`src/hw/rtl/tli_pkg.sv`:
```
// ----------------------------------------------------------------------------
// tli_pkg
// Types and constants shared by the table linear interpolator modules.
// ----------------------------------------------------------------------------
package tli_pkg;

  localparam int KEY_W      = 32;
  localparam int VAL_W      = 17;
  localparam int FUNC_W     = 2;
  localparam int STAT_W     = 2;
  localparam int PROD_W     = KEY_W + VAL_W;
  localparam int DIV_STEPS  = VAL_W;
  localparam int DIVCNT_W   = 5;

  localparam logic [VAL_W-1:0] VALUE_MAX = 17'd65536;

  localparam logic [FUNC_W-1:0] FUNC_CLEAR  = 2'd0;
  localparam logic [FUNC_W-1:0] FUNC_INSERT = 2'd1;
  localparam logic [FUNC_W-1:0] FUNC_QUERY  = 2'd2;

  localparam logic [STAT_W-1:0] STAT_OK    = 2'd0;
  localparam logic [STAT_W-1:0] STAT_FULL  = 2'd1;
  localparam logic [STAT_W-1:0] STAT_EMPTY = 2'd2;

  typedef struct packed {
    logic [FUNC_W-1:0] func;
    logic [KEY_W-1:0]  point_key;
    logic [VAL_W-1:0]  point_value;
  } tli_in_t;

  typedef struct packed {
    logic [VAL_W-1:0]  result_value;
    logic [STAT_W-1:0] status;
  } tli_out_t;

  typedef enum logic [2:0] {
    ST_IDLE,
    ST_SCAN,
    ST_DECIDE,
    ST_MUL,
    ST_DIV_LOAD,
    ST_DIV,
    ST_FIN,
    ST_RESP
  } tli_state_t;

  typedef struct packed {
    logic accept;
    logic scan;
    logic decide;
    logic mul;
    logic div_load;
    logic div_step;
    logic fin;
    logic out_load;
  } tli_cmd_t;

  typedef struct packed {
    logic scan_done;
    logic need_interp;
    logic div_done;
    logic out_free;
  } tli_sts_t;

endpackage

```
`src/hw/rtl/tli_ctrl.sv`:
```
// ----------------------------------------------------------------------------
// tli_ctrl
// Sequencer for one transaction: scan, decide, multiply and divide if interpolating, respond.
// ----------------------------------------------------------------------------
module tli_ctrl (
  input  logic              clk,
  input  logic              rst_n,
  input  logic              in_valid,
  output logic              in_stall,
  input  tli_pkg::tli_sts_t sts,
  output tli_pkg::tli_cmd_t cmd
);

  tli_pkg::tli_state_t state_r, state_nxt;

  always_ff @(posedge clk) begin
    if (!rst_n) begin
      state_r <= tli_pkg::ST_IDLE;
    end else begin
      state_r <= state_nxt;
    end
  end

  always_comb begin
    state_nxt = state_r;
    unique case (state_r)
      tli_pkg::ST_IDLE: begin
        if (in_valid) state_nxt = tli_pkg::ST_SCAN;
      end
      tli_pkg::ST_SCAN: begin
        if (sts.scan_done) state_nxt = tli_pkg::ST_DECIDE;
      end
      tli_pkg::ST_DECIDE: begin
        state_nxt = sts.need_interp ? tli_pkg::ST_MUL : tli_pkg::ST_RESP;
      end
      tli_pkg::ST_MUL:      state_nxt = tli_pkg::ST_DIV_LOAD;
      tli_pkg::ST_DIV_LOAD: state_nxt = tli_pkg::ST_DIV;
      tli_pkg::ST_DIV: begin
        if (sts.div_done) state_nxt = tli_pkg::ST_FIN;
      end
      tli_pkg::ST_FIN:      state_nxt = tli_pkg::ST_RESP;
      tli_pkg::ST_RESP: begin
        if (sts.out_free) state_nxt = tli_pkg::ST_IDLE;
      end
      default:              state_nxt = tli_pkg::ST_IDLE;
    endcase
  end

  always_comb begin
    cmd      = '0;
    in_stall = 1'b1;
    unique case (state_r)
      tli_pkg::ST_IDLE: begin
        in_stall   = 1'b0;
        cmd.accept = in_valid;
      end
      tli_pkg::ST_SCAN:     cmd.scan     = 1'b1;
      tli_pkg::ST_DECIDE:   cmd.decide   = 1'b1;
      tli_pkg::ST_MUL:      cmd.mul      = 1'b1;
      tli_pkg::ST_DIV_LOAD: cmd.div_load = 1'b1;
      tli_pkg::ST_DIV:      cmd.div_step = !sts.div_done;
      tli_pkg::ST_FIN:      cmd.fin      = 1'b1;
      tli_pkg::ST_RESP:     cmd.out_load = sts.out_free;
      default:              cmd          = '0;
    endcase
  end

endmodule

```
`config.mk`:
```
export PLATFORM = sky130hd
export DESIGN_NAME = tli_ctrl
export DESIGN_NICKNAME = d
export VERILOG_FILES = /design/src/hw/rtl/tli_pkg.sv /design/src/hw/rtl/tli_ctrl.sv
export SDC_FILE = /design/constraint.sdc
export NUM_CORES = 1
export LEC_CHECK = 0
export ABC_AREA = 1
export BUFFER_PORTS_ARGS = -buffer_cell sky130_fd_sc_hd__buf_2
export CAP_MARGIN = 30
export CORE_AREA = 2 2 39 41
export CTS_CLUSTER_SIZE = 14
export DETAILED_ROUTE_END_ITERATION = 8
export DIE_AREA = 0 0 41 43
export GPL_TIMING_DRIVEN = 0
export PLACE_DENSITY = 0.49
export SKIP_CTS_REPAIR_TIMING = 1
export SLEW_MARGIN = 25
export SYNTH_ARGS = -nofsm -noshare
export SYNTH_HDL_FRONTEND = slang
export SYNTH_SLANG_ARGS = --single-unit
```
`constraint.sdc`:
```
create_clock -name clk -period 2.45 [get_ports clk]
set_clock_uncertainty 0.05 [all_clocks]
set_input_delay 0.1225 -clock clk [delete_from_list [all_inputs] [get_ports clk]]
set_output_delay 0.1225 -clock clk [all_outputs]
set_load 0.03 [all_outputs]
```
**Yosys cells after proc, flatten, opt, wreduce, memory -nomap -nowiden**

Cells that the tools add are included.

- Bits in writable memories: 0
- Output and inout bits: 9
- Flip-flop bits (word level): 3
- Memories kept: 0
- ROM bits: 0
- Bits in latches: 0

- $lt $le $gt $ge: 0
- $mul: 0
- Reduce and logical (&&, ||, !) cells: 3
- Bitwise logic cells: 0
- Divide/modulo/power cells: 0
- Eq/ne operators: 11
- Mux-type cells: 15
- Add/sub/neg operators: 0
- Shift operators: 0

Operators by type and width:

| kind | number |
|---|---|
| one-hot mux 3 bit (8 select lines) | 1 |
| two-way mux 3 bit | 5 |
| equality test 3 bit (second input constant) | 4 |
| two-way mux 1 bit | 9 |
| != test 2 bit (second input constant) | 4 |
| equality test 3 x 2 -> 1 bit (second input constant) | 2 |
| AND reduction 4 bit | 1 |
| equality test 3 x 1 -> 1 bit (second input constant) | 1 |
| zero test 3 bit | 1 |
| zero test 1 bit | 1 |

**Logic depth before layout (Yosys ltp)**

Gate-level depths: netlist (run 1).

- Depth after elaboration: 3
- Gate-level depth with buffers: 8
- Depth with buffers taken out: 7

**Worst setup path after synthesis (run 1)**

Ideal clock, no wire load.

- Kind: register to output
- Start point: register state_r[0]
- End point: output cmd[7] in the netlist's numbering
- Slack: 1.052 ns
- Data required time: 2.277 ns
- Stages on the path, launching flop included: 5
- Data arrival time: 1.226 ns
- Path through: dfxtp_1 > buf_4 > nor2_2 > nand2_1 > nor2_1

RTL lines:

| item | line | source |
|---|---|---|
| start, declared | tli_ctrl.sv:14 | `tli_pkg::tli_state_t state_r, state_nxt;` |
| start signal, assigned | tli_ctrl.sv:18 | `state_r <= tli_pkg::ST_IDLE;` |
| start signal, assigned | tli_ctrl.sv:20 | `state_r <= state_nxt;` |
| end, declared | tli_ctrl.sv:11 | `output tli_pkg::tli_cmd_t cmd` |

==> results.json, run 1 <==
{
  "die_area_um2": 1763,
  "total_power_uw": 380.0,
  "io_buffers": 15,
  "crit_path_max_fanout": 6,
  "grtUsageTotal": 0.09027,
  "slew_headroom": 0.8465,
  "avgSynthCellArea_um2": 5.936,
  "mostFrequentLayoutCell": "buf_2",
  "synth_area_um2": 255.2,
  "hold_path_class": "in -> reg",
  "top_register": "state_r",
  "post-route-period-util": 0.5931,
  "period_minus_slack_ps": 1453,
  "multi_input_comb_area_um2": 157.7,
  "fill_cells": 160,
  "startpoint_type": "flip-flop",
  "drive_above_1_share": 0.4355,
  "yosysUniqueCellTypes": 15,
  "hold_path.startpoint": "rst_n",
  "yosysWarnings": 0,
  "insertion_delay_ps": 230,
  "synthCells": 43,
  "vias_per_cell": 4.282,
  "ir_worst_vdd_mv": 0.3814,
  "drc": 0,
  "layout_common_cells": "buf_2, nor2_1, nand2_1, inv_1, nand3_1",
  "core_um2": 1384,
  "r2r_start": "state_r[2]",
  "max_freq_mhz": 688.2,
  "finalSetupTns_ps": 0,
  "cts_buffers": 3,
  "worst_slew_pin_slew_ps": 230.0,
  "n_antenna_cell": 0,
  "largestRegisters": "state_r: 3 flops",
  "fp.dieW_um": 41,
  "path_class": "reg -> out",
  "wire_per_inst_um": 8.295,
  "ctsHtreeMaxLevel": 1,
  "cts_root_buffer": "clkbuf_4",
  "final_cell_count_no_fill": 78,
  "grt_pass1_vias": 286,
  "dp_worst_setup_slack_ps": 1255,
  "placed_cells": 74,
  "first_iter_violations": 5,
  "setup_viol": 0,
  "cts.clk_slew.worst_paths_ps": 40,
  "antenna_found_initial": 0,
  "power_density_nw_per_um2": 1009,
  "dieHeight_um": 43,
  "rows": 14,
  "cts_max_path_buffers": 2,
  "postSynthNetCount": 50,
  "cts_tree": "yes",
  "antenna_left": 0,
  "status": "completed",
  "hold_viol": 0,
  "ys_seq_elements": 3,
  "io_pins": 16,
  "cts_sinks": 3,
  "place_congestion": 0.7995,
  "grt_pass1_wl_mm": 1.028,
  "drv_cap": 0,
  "areaGrowthSynthToFinish_pct": 47.55,
  "seqCellArea_um2": 60.06,
  "setup_ws_ps": 997.0,
  "grt_overflow": 0,
  "slew_violations": 0,
  "rsz0062_at_grt": "false",
  "first_pass_iters": 4,
  "final_nets": 70,
  "total_leakage_power_nw": 0.2250,
  "crit_arrival_ps": 1280,
  "whs_ps": 96.46,
  "via_count": 334,
  "cp.required_ps": 2280,
  "endpoint_kind": "output port",
  "ys_seq_area_frac": 0.2353,
  "largest_reg_flops": 3,
  "dp.final_hpwl_um": 519.1,
  "routed_wl_um": 647,
  "grt_max_degree": 10,
  "critPathLaunch": "state_r[1]",
  "initial_utilization": 0.1844
}
path summary, 6_finish.rpt:
path	endpoint	slack (ps)	cells past startpoint
worst max-delay path	cmd[5]	1000	4
worst min register to register	state_r[1]	560	2
worst min-delay path	state_r[1]	100	3
worst max register to register	state_r[2]	1250	7
synth_stat cells:
cell	n	area, um^2
nor2_1	11	41.29
inv_1	5	18.77
nand2_1	5	18.77
nand3_1	4	20.02
dfxtp_1	3	60.06
inv_2	3	11.26
a21oi_1	2	10.01
nor2_2	2	12.51
nor3_1	2	10.01
buf_4	1	7.510
nand3_2	1	10.01
nand4_1	1	6.260
o211ai_1	1	7.510
o22ai_2	1	12.51
or2_4	1	8.760
metal layers:
metal	routed length [um]	share of wire	GRT usage	vias up
li1	-	-	-	175
met2	291	0.45	0.1156	20
met4	0	0	0.08000	0
met3	92	0.14	0.03141	0
met1	263	0.41	0.1122	139
met5	0	0	0	-
critical path: stages, from the launching register on:
cell and delay, ps:
dfxtp_1 430, inv_2 80, or2_4 240, nor2_1 90, buf_2 200
logic make-up after synthesis:
kind of cell,count (synthesis),share of synthesized area
and+or+nand+nor,27,0.5000
buffers and inverters,9,0.1471
AOI/OAI and AO/OA,4,0.1177
DFF,3,0.2353
report_power, final:
| part | switching (mW) | internal, mW | leakage, nW |
|---|---|---|---|
| Clock | 0.0252 | 0.0610 | 0.0150 |
| Combinational | 0.146 | 0.0695 | 0.185 |
| Sequential | 0.0162 | 0.0621 | 0.0248 |
metrics by stage:
step	util	cell area [um^2]
after floorplan	-	255.2
after detailed placement	0.2532	350.3
final	0.2722	376.6
after global placement	0.2532	350.3
after global routing	0.2722	376.6
after CTS	0.2722	376.6
area by class of cell:
type                       count  share of cell area
buffer                         1             0.01993
clock buffer                   4             0.06977
inverter                       8             0.07973
multi-input combinational     31              0.4186
sequential                     3              0.1595
tap                           16             0.05316
timing repair buffer          15              0.1993
(Power assumes the default switching activity.)
==> run 2: changes to the inputs <==
Clock period 2.45 ns to 1.35 ns, I/O delays scaled along.
==> results.json, run 2 (synthesized netlist as in run 1, its figures left out) <==
{
  "crit_path_max_fanout": 9,
  "cp.required_ps": 1230,
  "mostFrequentLayoutCell": "buf_2",
  "cts_sinks": 3,
  "n_antenna_cell": 0,
  "areaGrowthSynthToFinish_pct": 54.41,
  "fp.dieW_um": 41,
  "ctsHtreeMaxLevel": 1,
  "antenna_found_initial": 0,
  "cts.clk_slew.worst_paths_ps": 40,
  "final_nets": 70,
  "grt_max_degree": 10,
  "routed_wl_um": 629,
  "crit_arrival_ps": 1190,
  "post-route-period-util": 0.9692,
  "critPathLaunch": "state_r[0]",
  "cts_max_path_buffers": 2,
  "dp_worst_setup_slack_ps": 175.5,
  "top_register": "state_r",
  "path_class": "reg -> out",
  "startpoint_type": "flip-flop",
  "layout_common_cells": "buf_2, nor2_1, nand2_1, inv_1",
  "grt_overflow": 0,
  "rows": 14,
  "dp.final_hpwl_um": 492.8,
  "via_count": 315,
  "first_iter_violations": 4,
  "first_pass_iters": 3,
  "multi_input_comb_area_um2": 162.7,
  "setup_ws_ps": 41.54,
  "cts_tree": "yes",
  "fill_cells": 168,
  "endpoint_kind": "output port",
  "core_um2": 1384,
  "drv_cap": 0,
  "drc": 0,
  "vias_per_cell": 4.038,
  "hold_viol": 0,
  "setup_viol": 0,
  "die_area_um2": 1763,
  "placedInstanceArea_um2": 352.8,
  "grt_pass1_vias": 259,
  "grtUsageTotal": 0.08526,
  "cts_root_buffer": "clkbuf_4",
  "worst_slew_pin_slew_ps": 171.3,
  "slew_violations": 0,
  "cts_buffers": 3,
  "antenna_left": 0,
  "ir_worst_vdd_mv": 0.4801,
  "seqCellArea_um2": 62.56,
  "drive_above_1_share": 0.5000,
  "wire_per_inst_um": 8.064,
  "dieHeight_um": 43,
  "r2r_start": "state_r[0]",
  "period_minus_slack_ps": 1308,
  "io_buffers": 15,
  "slew_headroom": 0.8849,
  "initial_utilization": 0.1844,
  "place_congestion": 0.7556,
  "hold_path_class": "in -> reg",
  "largestRegisters": "state_r: 3 flops",
  "io_pins": 16,
  "grt_pass1_wl_mm": 1.028,
  "final_design_area_no_fill_um2": 394.1,
  "max_freq_mhz": 764.3,
  "total_leakage_power_nw": 0.2250,
  "status": "completed",
  "hold_path.startpoint": "rst_n",
  "power_density_nw_per_um2": 1786,
  "insertion_delay_ps": 230,
  "largest_reg_flops": 3
}
run 2: final cells by class:
| cell class | count | area share |
|---|---|---|
| repair buffers | 15 | 0.2159 |
| plain buffers | 1 | 0.01905 |
| inverters | 8 | 0.07619 |
| multi-input cells | 31 | 0.4127 |
| clock buffers | 4 | 0.06667 |
| flip-flops and latches | 3 | 0.1587 |
| well taps | 16 | 0.05079 |
run 2: power by group:
group / internal, mW / switching (mW) / total [mW]
clock network: 0.111 / 0.0467 / 0.157
logic: 0.135 / 0.265 / 0.400
registers: 0.117 / 0.0297 / 0.146
run 2: stage by stage:
stage | setup TNS [ps] | util | total power, mW | hold slack [ps] | instances
after global routing | -0.2636 | 0.2848 | 0.7694 | 36.39 | 78
final | 0 | 0.2848 | 0.7040 | 25.37 | 78
after CTS | -57.08 | 0.2740 | 0.6990 | 33.20 | 78
after detailed placement | 0 | 0.2550 | 0.5326 | 280.0 | 74
after global placement | 0 | 0.2550 | 0.5373 | 281.3 | 74
after floorplan | 0 | - | 0.4417 | 149.0 | 43
run 2: worst paths after layout:
path | end | slack [ps] | cells past startpoint
setup reg to reg | state_r[0] | 200 | 8
setup / recovery | cmd[5] | 40 | 4
hold / removal | state_r[1] | 30 | 3
hold reg to reg | state_r[1] | 510 | 2
run 2: critical path, stage by stage, from the launching register on:
cell	delay, ps
dfxtp_1	290
buf_4	160
or2_4	260
nor2_1	90
buf_4	160
run 2: layer usage:
metal,GRT usage,part of all wire,vias to the layer above,wire length [um]
li1,-,-,172,-
met1,0.1122,0.45,132,283
met2,0.1188,0.45,11,280
met3,0.04712,0.10,0,65
met4,0.02000,0,0,0
met5,0,0,-,0
